<file path="src/sv/qpe_pkg.sv">
// ---------------------------------------------------------------------------
// qpe_pkg - shared types and constants for the quoted-printable encoder
// Character codes, result buffer sizing, encoder state layout, hex table.
// ---------------------------------------------------------------------------
package qpe_pkg;

  localparam int unsigned MaxOut   = 6;                 // results per item
  localparam int unsigned CntW     = $clog2(MaxOut + 1);
  localparam int unsigned LineW    = 7;
  localparam int unsigned ThrW     = 7;

  localparam logic [ThrW-1:0] ThrReset = 7'd74;

  localparam logic [7:0] ChEq  = 8'h3D;
  localparam logic [7:0] ChCr  = 8'h0D;
  localparam logic [7:0] ChLf  = 8'h0A;
  localparam logic [7:0] ChSp  = 8'h20;
  localparam logic [7:0] ChHt  = 8'h09;
  localparam logic [7:0] ChDot = 8'h2E;
  localparam logic [7:0] ChDel = 8'h7F;

  localparam logic CmdData = 1'b0;
  localparam logic CmdEos  = 1'b1;

  typedef logic [7:0] byte_t;
  typedef byte_t [MaxOut-1:0] obuf_t;

  typedef struct packed {
    logic [LineW-1:0] line_count;
    byte_t            prev_char;
    logic             ended_in_space;
  } qpe_state_t;

  // Upper-case hex digit for a nibble.
  function automatic byte_t hex_digit(input logic [3:0] nib);
    byte_t d;
    if (nib < 4'd10) begin
      d = 8'h30 + {4'h0, nib};
    end else begin
      d = 8'h37 + {4'h0, nib};
    end
    return d;
  endfunction

endpackage

</file>
<file path="src/sv/quoted_printable_encoder.sv">
// ---------------------------------------------------------------------------
// quoted_printable_encoder - streaming quoted-printable encoder
// Encodes one byte per input transfer into zero to six output characters,
// with soft line breaks once the line passes the programmed threshold.
// ---------------------------------------------------------------------------
//
//  channel  direction  handshake            payload
//  -------  ---------  -------------------  -----------------------------------
//  in       input      in_valid/in_ready    in_cmd, in_data_byte
//  out      output     out_valid/out_ready  out_out_byte, out_last
//  cfg      input      cfg_valid/cfg_ready  cfg_soft_break_threshold
//
//  An item holds out for one transfer per character it produces (1..6), and
//  for none if it produces none; the single-character output port sets that.
//  Each item goes through the input register and then the result buffer.
//  Synchronous active-low reset empties both stages, clears the line state
//  and sets the threshold to 74. A stall on out holds the current character;
//  in keeps accepting into the input register until that register is full.
//
module quoted_printable_encoder
  import qpe_pkg::*;
(
  input  logic            clk,
  input  logic            rst_n,
  input  logic            in_valid,
  output logic            in_ready,
  input  logic            in_cmd,
  input  logic [7:0]      in_data_byte,
  output logic            out_valid,
  input  logic            out_ready,
  output logic [7:0]      out_out_byte,
  output logic            out_last,
  input  logic            cfg_valid,
  output logic            cfg_ready,
  input  logic [ThrW-1:0] cfg_soft_break_threshold
);

  // input register
  logic            s1_valid_r, s1_valid_nxt;
  logic            s1_cmd_r;
  byte_t           s1_byte_r;

  // line state and threshold
  qpe_state_t      state_r, state_nxt;
  logic [ThrW-1:0] thr_r, thr_nxt;

  // encode results
  obuf_t           enc_bytes;
  logic [CntW-1:0] enc_count;
  qpe_state_t      enc_state;

  logic            in_xfer;
  logic            load;
  logic            drain;
  logic            busy;

  assign cfg_ready = 1'b1;
  assign in_xfer   = in_valid && in_ready;

  // Advance the input register into the result buffer once the buffer is
  // empty or gives up its final character this cycle.
  assign load     = s1_valid_r && (!busy || drain);
  assign in_ready = !s1_valid_r || load;

  qpe_core u_core (
    .cmd       (s1_cmd_r),
    .data_byte (s1_byte_r),
    .state     (state_r),
    .threshold (thr_r),
    .bytes     (enc_bytes),
    .count     (enc_count),
    .state_nxt (enc_state)
  );

  qpe_obuf u_obuf (
    .clk          (clk),
    .rst_n        (rst_n),
    .load         (load),
    .load_bytes   (enc_bytes),
    .load_count   (enc_count),
    .drain        (drain),
    .busy         (busy),
    .out_valid    (out_valid),
    .out_ready    (out_ready),
    .out_out_byte (out_out_byte),
    .out_last     (out_last)
  );

  always_comb begin
    s1_valid_nxt = s1_valid_r;
    if (in_xfer) begin
      s1_valid_nxt = 1'b1;
    end else if (load) begin
      s1_valid_nxt = 1'b0;
    end
    // commit the line state as the item leaves the input register
    state_nxt = load ? enc_state : state_r;
    thr_nxt   = (cfg_valid && cfg_ready) ? cfg_soft_break_threshold : thr_r;
  end

  always_ff @(posedge clk) begin
    if (in_xfer) begin
      s1_cmd_r  <= in_cmd;
      s1_byte_r <= in_data_byte;
    end
    if (!rst_n) begin
      s1_valid_r <= 1'b0;
      state_r    <= '0;
      thr_r      <= ThrReset;
    end else begin
      s1_valid_r <= s1_valid_nxt;
      state_r    <= state_nxt;
      thr_r      <= thr_nxt;
    end
  end

  a_ready_when_empty: assert property (@(posedge clk) disable iff (!rst_n)
    !s1_valid_r |-> in_ready)
    else $error("input stalled with empty input register");

  a_eos_clears_state: assert property (@(posedge clk) disable iff (!rst_n)
    (load && s1_cmd_r == CmdEos) |=> (state_r == '0))
    else $error("end of stream left line state behind");

  a_state_only_on_load: assert property (@(posedge clk) disable iff (!rst_n)
    !load |=> $stable(state_r))
    else $error("line state moved without an item");

endmodule

</file>
<file path="src/sv/qpe_core.sv">
// ---------------------------------------------------------------------------
// qpe_core - per-byte encode logic
// Maps one input item and the current line state to up to six output
// characters and the next line state.
// ---------------------------------------------------------------------------
module qpe_core
  import qpe_pkg::*;
(
  input  logic             cmd,
  input  byte_t            data_byte,
  input  qpe_state_t       state,
  input  logic [ThrW-1:0]  threshold,
  output obuf_t            bytes,
  output logic [CntW-1:0]  count,
  output qpe_state_t       state_nxt
);

  obuf_t            base;
  logic [CntW-1:0]  n0;
  logic [LineW:0]   len;
  logic             brk;

  always_comb begin
    base      = '0;
    n0        = '0;
    len       = {1'b0, state.line_count};
    state_nxt = state;

    if (cmd == CmdEos) begin
      if (state.line_count != '0) begin
        base[0] = ChCr;
        base[1] = ChLf;
        n0      = CntW'(2);
      end
      state_nxt = '0;
    end else if (data_byte > ChSp && data_byte < ChDel && data_byte != ChEq) begin
      base[0]                  = data_byte;
      n0                       = CntW'(1);
      len                      = len + (LineW+1)'(1);
      state_nxt.ended_in_space = 1'b0;
      state_nxt.prev_char      = data_byte;
    end else if (data_byte == ChSp || data_byte == ChHt) begin
      base[0]                  = data_byte;
      n0                       = CntW'(1);
      len                      = len + (LineW+1)'(1);
      state_nxt.ended_in_space = 1'b1;
      state_nxt.prev_char      = data_byte;
    end else if (data_byte == ChLf && state.prev_char == ChCr) begin
      // second half of a CR LF pair: already closed
      state_nxt.prev_char = '0;
    end else if (data_byte == ChCr || data_byte == ChLf) begin
      if (state.ended_in_space ||
          (state.prev_char == ChDot && state.line_count == LineW'(1))) begin
        base[0] = ChEq;
        base[1] = ChCr;
        base[2] = ChLf;
        base[3] = ChCr;
        base[4] = ChLf;
        n0      = CntW'(5);
      end else begin
        base[0] = ChCr;
        base[1] = ChLf;
        n0      = CntW'(2);
      end
      state_nxt.ended_in_space = 1'b0;
      state_nxt.prev_char      = data_byte;
      len                      = '0;
    end else begin
      base[0]                  = ChEq;
      base[1]                  = hex_digit(data_byte[7:4]);
      base[2]                  = hex_digit(data_byte[3:0]);
      n0                       = CntW'(3);
      len                      = len + (LineW+1)'(3);
      state_nxt.ended_in_space = 1'b0;
      state_nxt.prev_char      = data_byte;
    end

    brk   = (cmd == CmdData) && (len > {1'b0, threshold});
    bytes = base;
    count = n0;

    // append the soft break right after the base characters
    if (brk) begin
      for (int i = 0; i < MaxOut; i++) begin
        if (CntW'(i) == n0) begin
          bytes[i] = ChEq;
        end else if ((CntW+1)'(i) == {1'b0, n0} + (CntW+1)'(1)) begin
          bytes[i] = ChCr;
        end else if ((CntW+1)'(i) == {1'b0, n0} + (CntW+1)'(2)) begin
          bytes[i] = ChLf;
        end
      end
      count               = n0 + CntW'(3);
      len                 = '0;
      state_nxt.prev_char = '0;
    end

    if (cmd == CmdData) begin
      state_nxt.line_count = len[LineW-1:0];
    end
  end

endmodule

</file>
<file path="src/sv/qpe_obuf.sv">
// ---------------------------------------------------------------------------
// qpe_obuf - result shift buffer
// Holds the characters of one item and shifts them out one per transfer.
// ---------------------------------------------------------------------------
module qpe_obuf
  import qpe_pkg::*;
(
  input  logic             clk,
  input  logic             rst_n,
  input  logic             load,
  input  obuf_t            load_bytes,
  input  logic [CntW-1:0]  load_count,
  output logic             drain,       // final character leaves this cycle
  output logic             busy,
  output logic             out_valid,
  input  logic             out_ready,
  output byte_t            out_out_byte,
  output logic             out_last
);

  obuf_t           buf_r, buf_nxt;
  logic [CntW-1:0] cnt_r, cnt_nxt;
  logic            xfer;

  assign out_valid    = (cnt_r != '0);
  assign busy         = out_valid;
  assign out_out_byte = buf_r[0];
  assign out_last     = (cnt_r == CntW'(1));
  assign xfer         = out_valid && out_ready;
  assign drain        = xfer && out_last;

  always_comb begin
    buf_nxt = buf_r;
    cnt_nxt = cnt_r;
    if (load) begin
      buf_nxt = load_bytes;
      cnt_nxt = load_count;
    end else if (xfer) begin
      buf_nxt = {8'h00, buf_r[MaxOut-1:1]};
      cnt_nxt = cnt_r - 1'b1;
    end
  end

  always_ff @(posedge clk) begin
    buf_r <= buf_nxt;
    if (!rst_n) begin
      cnt_r <= '0;
    end else begin
      cnt_r <= cnt_nxt;
    end
  end

  a_cnt_range: assert property (@(posedge clk) disable iff (!rst_n)
    cnt_r <= CntW'(MaxOut))
    else $error("result count out of range");

  a_load_when_free: assert property (@(posedge clk) disable iff (!rst_n)
    load |-> (!out_valid || drain))
    else $error("load over a pending result");

  a_hold_unless_taken: assert property (@(posedge clk) disable iff (!rst_n)
    (out_valid && !out_ready) |=> $stable(cnt_r) && $stable(out_out_byte))
    else $error("result changed while stalled");

endmodule
</file>
<file path="config.mk">
export PLATFORM = sky130hd
export DESIGN_NAME = quoted_printable_encoder
export DESIGN_NICKNAME = d
export VERILOG_FILES = /design/src/sv/qpe_pkg.sv /design/src/sv/quoted_printable_encoder.sv /design/src/sv/qpe_core.sv /design/src/sv/qpe_obuf.sv
export SDC_FILE = /design/constraint.sdc
export NUM_CORES = 1
export LEC_CHECK = 0
export ABC_AREA = 1
export BUFFER_PORTS_ARGS = -buffer_cell sky130_fd_sc_hd__buf_4
export CORE_AREA = 8 8 142 144
export DETAILED_ROUTE_END_ITERATION = 8
export DIE_AREA = 0 0 150 152
export PLACE_DENSITY = 0.56
export SYNTH_ARGS = -nofsm -noshare
export SYNTH_HDL_FRONTEND = slang
export SYNTH_HIERARCHICAL = 1
export SYNTH_SLANG_ARGS = --single-unit
</file>
<file path="constraint.sdc">
create_clock -name clk -period 4.3 [get_ports clk]
set_input_delay 0.215 -clock clk [delete_from_list [all_inputs] [get_ports clk]]
set_output_delay 0.215 -clock clk [all_outputs]
set_load 0.01 [all_outputs]
</file>
# == After elaboration in Yosys (flattened, before gate mapping) ==
# Cells that the tools add are included.
# Widths: inputs -> output; s select.
# totals
out_inout_bits,12
wordCells,144
in_bits,21
reg_bits,84
# classes
mux,65
magnitude_cmp,5
addsub,10
eq_ne,25
n_reduce_logical,24
bitwise_logic,1
# ops
operator,n
$mux 8,28
$mux 24,7
$mux 48,3
$mux 32,2
$mux 40,1
$eq 8x4->1 const B,4
$mux 16,2
$add 6x4->7 const A,4
$mux 3,9
$mux 9,3
$mux 20,1
$eq 2x4->1 const A,4
$eq 3x4->1 const A,4
$eq 8x6->1 const B,2
$mux 7,2
$mux 12,1
$mux 11,1
$logic_and 1x1->1,9
$add 7x1->8 const B,1
$add 7x2->8 const B,1
$eq 1x4->1 const A,2
$gt 8x6->1 const B,1
$gt 8x7->1,1
$logic_not 4->1,2
other kinds (24),35

# == Longest topological paths before layout ==
# depth
depth_word,19
depth_mapped,32

# == Cells and area by module ==
# Netlist, hierarchy kept.
# modules_own_cells
module,instances,cells_each,area_per_inst_um2
qpe_core,1,458,2471.1
qpe_obuf,1,241,2349.8
quoted_printable_encoder,1,154,1346.3

# == Worst setup path before layout ==
# Ideal clock, no wire load.
# synth_path
kind,reg-to-reg
start,register s1_byte_r[0]
end,register u_obuf/buf_r[26] (netlist bit) (data pin)
arrival_ps,3140
slack_ps,908
path_buffers,2
stages_incl_launch_ff,32
synth_period_minus_slack_ps,3392
cell_sequence,edfxtp_1 > inv_1 > ha_1 > nand3_1 > nor2_4 > nor2_4 > a21oi_4 > nand2_1 > inv_1 > nand2_1 > o21ai_0 > nand2_1 > o21ai_0 > ha_1 > nand2_1 > inv_1 > nand2_1 > nand2_1 > nand2_1 > nand2_1 > nand2_1 > nand2_1 > nand2_1 > nand2_4 > nand2_4 > inv_4 > buf_6 > nand2_1 > nand2_1 > buf_4 > nand2_1 > nand2_1
# synth_lines
item,line_no,rtl
start: declaration,quoted_printable_encoder.sv:41,byte_t s1_byte_r;
start signal: assignment,quoted_printable_encoder.sv:104,s1_byte_r <= in_data_byte;
end signal: assignment,qpe_obuf.sv:45,buf_r <= buf_nxt;
end: declaration,qpe_obuf.sv:21,"obuf_t buf_r, buf_nxt;"

==> results.py <==
metrics = {
    "logic_synthesis": {
        "netlist_area_mm2": 0.00617,
        "synth_cells": 853,
        "post_synthesis_register_bit_count": 84,
        "yosys_warnings": 6,
        "seq_area_frac_synth": 0.365,
        "synth.lib_cells_used.distinct": 42,
        "synth.avg_cell_area_um2": 7.23,
    },
    "sta": {
        "finalWorstSetupSlack_ns": 0.365,
        "finalCritPeriodShare": 0.915,
        "hold_viol": 0,
        "setup_tns_ns": 0,
        "fin_worst_skew_ns": 0.00520,
        "unrepaired_setup_endpoints_after_global_routing": "false",
        "finalSetupViolations": 0,
        "finalMaxSlewViolations": 0,
        "slew_headroom": 0.500,
        "pin_slew_with_the_least_headroom_to_its_limit_ns": 0.731,
        "post-route-min-period_ns": 3.94,
        "timing.fmax_mhz": 254,
    },
    "die": {
        "std_cell_rows": 49,
        "starting_density": 0.347,
        "die_height_um": 152,
        "core-area_mm2": 0.0178,
        "pin_count": 33,
        "die_width_um": 150,
        "die_area_mm2": 0.0228,
    },
    "place": {
        "preCtsSetupSlack_ns": 0.161,
        "place.gp.congestion": 0.922,
        "dp_hpwl_um": 10300,
        "io_buffers": 31,
    },
    "cts": {
        "clock_tree.buffer_depth": 2,
        "cts_buffers": 9,
        "latest_clock_arrival_within_the_worst_skew_pair_ns": 0.35,
        "cts.hold.buffers_added": 0,
        "clk_pin_slew_worst_paths_ns": 0.07,
        "cts_root_buf": "sky130_fd_sc_hd__clkbuf_16",
        "tritoncts": "yes",
        "cts.sink_count": 84,
        "cts-htree-levels": 3,
    },
    "cells_and_area": {
        "finish.net_count": 917,
        "antenna_cells": 0,
        "nFillCells": 1915,
        "layout-area-overhead-vs-synth_pct": 9.70,
        "finalCoreUtilization": 0.381,
        "layout-drive-gt1-share": 0.140,
    },
    "setup_path": {
        "worst_setup_path_start_kind": "flip-flop",
        "critical_path.max_fanout": 10,
        "cpPeakStageDelay_ns": 0.47,
        "critPathArrivalTime_ns": 4.04,
        "setup.worst_path.start": "s1_byte_r[1]$_DFFE_PP_",
        "critical_path_class": "flip-flop to flip-flop",
        "path_common_cell": "sky130_fd_sc_hd__nand2_1",
        "crit-reg2reg-launch": "s1_byte_r[1]$_DFFE_PP_",
        "critical_path.slowest_cell": "sky130_fd_sc_hd__edfxtp_1",
        "crit_required_ns": 4.41,
        "capturing_element_type_of_the_critical_path": "flip-flop",
    },
    "drt": {
        "drt_first_pass_iters": 5,
        "via_per_inst": 4.70,
        "vias": 5164,
        "drc": 0,
        "wl_per_cell_um": 13.1,
        "overall_routed_net_length_um": 14400,
        "postRouteAntennaNets": 0,
        "drt_iter0_markers": 437,
    },
    "global_route": {
        "grt_max_degree": 54,
        "global_route_wire_length_before_repair_um": 24000,
        "grt.busiest_layer": "met2",
        "grt-ovfl-total": 0,
        "met3_track_usage_gr": 0.0273,
        "grt.met1_usage": 0.169,
        "grt_pass1_vias": 4941,
        "grt.total_usage": 0.131,
        "antenna_violations_before_repair": 0,
        "gr-usage-met2": 0.205,
    },
    "hold_path": {
        "worstHoldPathType": "input pin to flip-flop",
        "holdCritStartpoint": "in_data_byte[3]",
    },
    "outcome": {
        "status": "completed",
    },
    "run": {
        "maximum_capacitance_violations": 0,
    },
    "power": {
        "vdd_ir_drop_max_mv": 0.422,
        "pwrdens_mw_per_mm2": 580,
        "p_leak_nw": 3.29,
    },
}
[layout make-up]
cell class | instances | area [um2] | share of cell area
clock buffers | 9 | 225 | 0.0333
clock inverters | 7 | 73.8 | 0.0109
inverters | 110 | 428 | 0.0633
multi-input cells | 613 | 3150 | 0.466
flip-flops and latches | 84 | 2250 | 0.333
well taps | 229 | 287 | 0.0424
repair buffers | 46 | 345 | 0.0510
[synth_stat cells (all sizes together)]
| cell | n | share of area |
|---|---|---|
| nand2 | 304 | 0.20 |
| inv | 108 | 0.067 |
| nor2 | 78 | 0.054 |
| nand3 | 68 | 0.067 |
| edfxtp | 57 | 0.28 |
| buf | 52 | 0.062 |
| a21oi | 35 | 0.031 |
| o21ai | 33 | 0.027 |
| ha | 32 | 0.065 |
| dfxtp | 27 | 0.088 |
| nor3 | 19 | 0.016 |
| nand4 | 11 | 0.011 |
| xor2 | 7 | 0.0099 |
| a2111oi | 2 | 0.0028 |
| a21boi | 2 | 0.0024 |
| a31oi | 2 | 0.0020 |
| clkbuf | 2 | 0.0012 |
| clkinv | 2 | 0.0012 |
| conb | 2 | 0.0012 |
| nand3b | 2 | 0.0024 |
| nor3b | 2 | 0.0032 |
| o31ai | 2 | 0.0024 |
| nor4 | 1 | 0.0010 |
| o22ai | 1 | 0.0010 |
| or2 | 1 | 0.0010 |
| xnor2 | 1 | 0.0014 |
[registers in the layout, summed over array words and instances (netlist names)]
name,flops
state_r,16
u_obuf/buf_r,40
u_obuf/out_out_byte,8
s1_byte_r,8
s1_cmd_r,1
thr_r,7
u_obuf/cnt_r,3
s1_valid_r,1
[where the power goes]
part	internal [W]	total, W	switching [W]
registers	0.00131	0.00145	0.000139
logic	0.000556	0.00168	0.00113
clock network	0.000453	0.000789	0.000336
[path summary, 6_finish.rpt]
kind / end / slack, ns / cells past startpoint
hold reg to reg: thr_r[1]$_SDFFE_PN1P_ / 0.46 / 2
setup reg to reg: u_obuf/out_out_byte[4]$_DFFE_PP_ / 0.36 / 32
hold / removal: s1_byte_r[3]$_DFFE_PP_ / 0.04 / 1
setup / recovery: u_obuf/out_out_byte[4]$_DFFE_PP_ / 0.36 / 32
[repair_timing]
| item | in CTS | in global routing |
|---|---|---|
| gates resized for setup | 0 | 6 |
| buffers inserted | 0 | 6 |
| endpoints found under the hold margin | 0 | 0 |
| setup endpoints to repair | 0 | 41 |
[cells in the final DEF, fill, tap and decap left out, types with 2 or more instances in the layout]
cell type / netlist / routed
sky130_fd_sc_hd__a2111oi_0: 2 / 2
sky130_fd_sc_hd__a21oi_1: 32 / 32
sky130_fd_sc_hd__a21oi_2: 2 / 2
sky130_fd_sc_hd__a31oi_1: 2 / 2
sky130_fd_sc_hd__buf_4: 28 / 46
sky130_fd_sc_hd__clkbuf_16: 0 / 9
sky130_fd_sc_hd__clkinv_1: 2 / 2
sky130_fd_sc_hd__clkinv_2: 0 / 2
sky130_fd_sc_hd__conb_1: 2 / 10
sky130_fd_sc_hd__dfxtp_1: 27 / 27
sky130_fd_sc_hd__edfxtp_1: 57 / 57
sky130_fd_sc_hd__ha_1: 32 / 32
sky130_fd_sc_hd__inv_1: 96 / 94
sky130_fd_sc_hd__inv_2: 10 / 12
sky130_fd_sc_hd__inv_6: 0 / 2
sky130_fd_sc_hd__inv_8: 1 / 2
sky130_fd_sc_hd__nand2_1: 283 / 283
sky130_fd_sc_hd__nand2_2: 13 / 13
sky130_fd_sc_hd__nand2_4: 8 / 7
sky130_fd_sc_hd__nand3_1: 56 / 55
sky130_fd_sc_hd__nand3_2: 10 / 11
sky130_fd_sc_hd__nand3_4: 2 / 2
sky130_fd_sc_hd__nand3b_1: 2 / 2
sky130_fd_sc_hd__nand4_1: 11 / 11
sky130_fd_sc_hd__nor2_1: 73 / 73
sky130_fd_sc_hd__nor2_4: 5 / 5
sky130_fd_sc_hd__nor3_1: 18 / 18
sky130_fd_sc_hd__o21ai_0: 29 / 29
sky130_fd_sc_hd__o21ai_1: 4 / 4
sky130_fd_sc_hd__o31ai_1: 2 / 2
sky130_fd_sc_hd__xor2_1: 7 / 7
[cell families (layout without fill, tap and decap cells)]
kind of cell / count (synthesis) / in the layout / share of synthesized area
other: 2 / 10 / 0.00122
buffers and inverters: 164 / 172 / 0.132
XOR/XNOR: 8 / 8 / 0.0114
AO/OA/AOI/OAI: 77 / 77 / 0.0690
adder cells (fa/ha/maj): 32 / 32 / 0.0649
flip-flops: 84 / 84 / 0.365
AND/OR/NAND/NOR: 486 / 486 / 0.356
[critical path: cells and delay by family (launching register included)]
family | cells | cell delay (ns)
fa+ha+maj | 2 | 0.55
buf+inv | 6 | 0.64
compound gates | 2 | 0.18
flops | 1 | 0.47
simple gates | 22 | 1.83
[through the flow]
step	hold WS [ns]	std cells	area (um2)	power, W
after detailed placement	0.395	1076	6400	0.00313
after global placement	0.394	1076	6400	0.00312
final	0.0374	1098	6770	0.00392
after CTS	0.0228	1092	6700	0.00394
after floorplan	0.314	861	6200	0.00280
after global routing	0.0247	1098	6770	0.00426
[layer usage]
layer	routed length, um	vias to the layer above
met4	334	0
li1	-	2701
met1	6830	2303
met2	6450	137
met5	0	-
met3	826	23
Note: power is estimated with default switching activity, not from simulation.
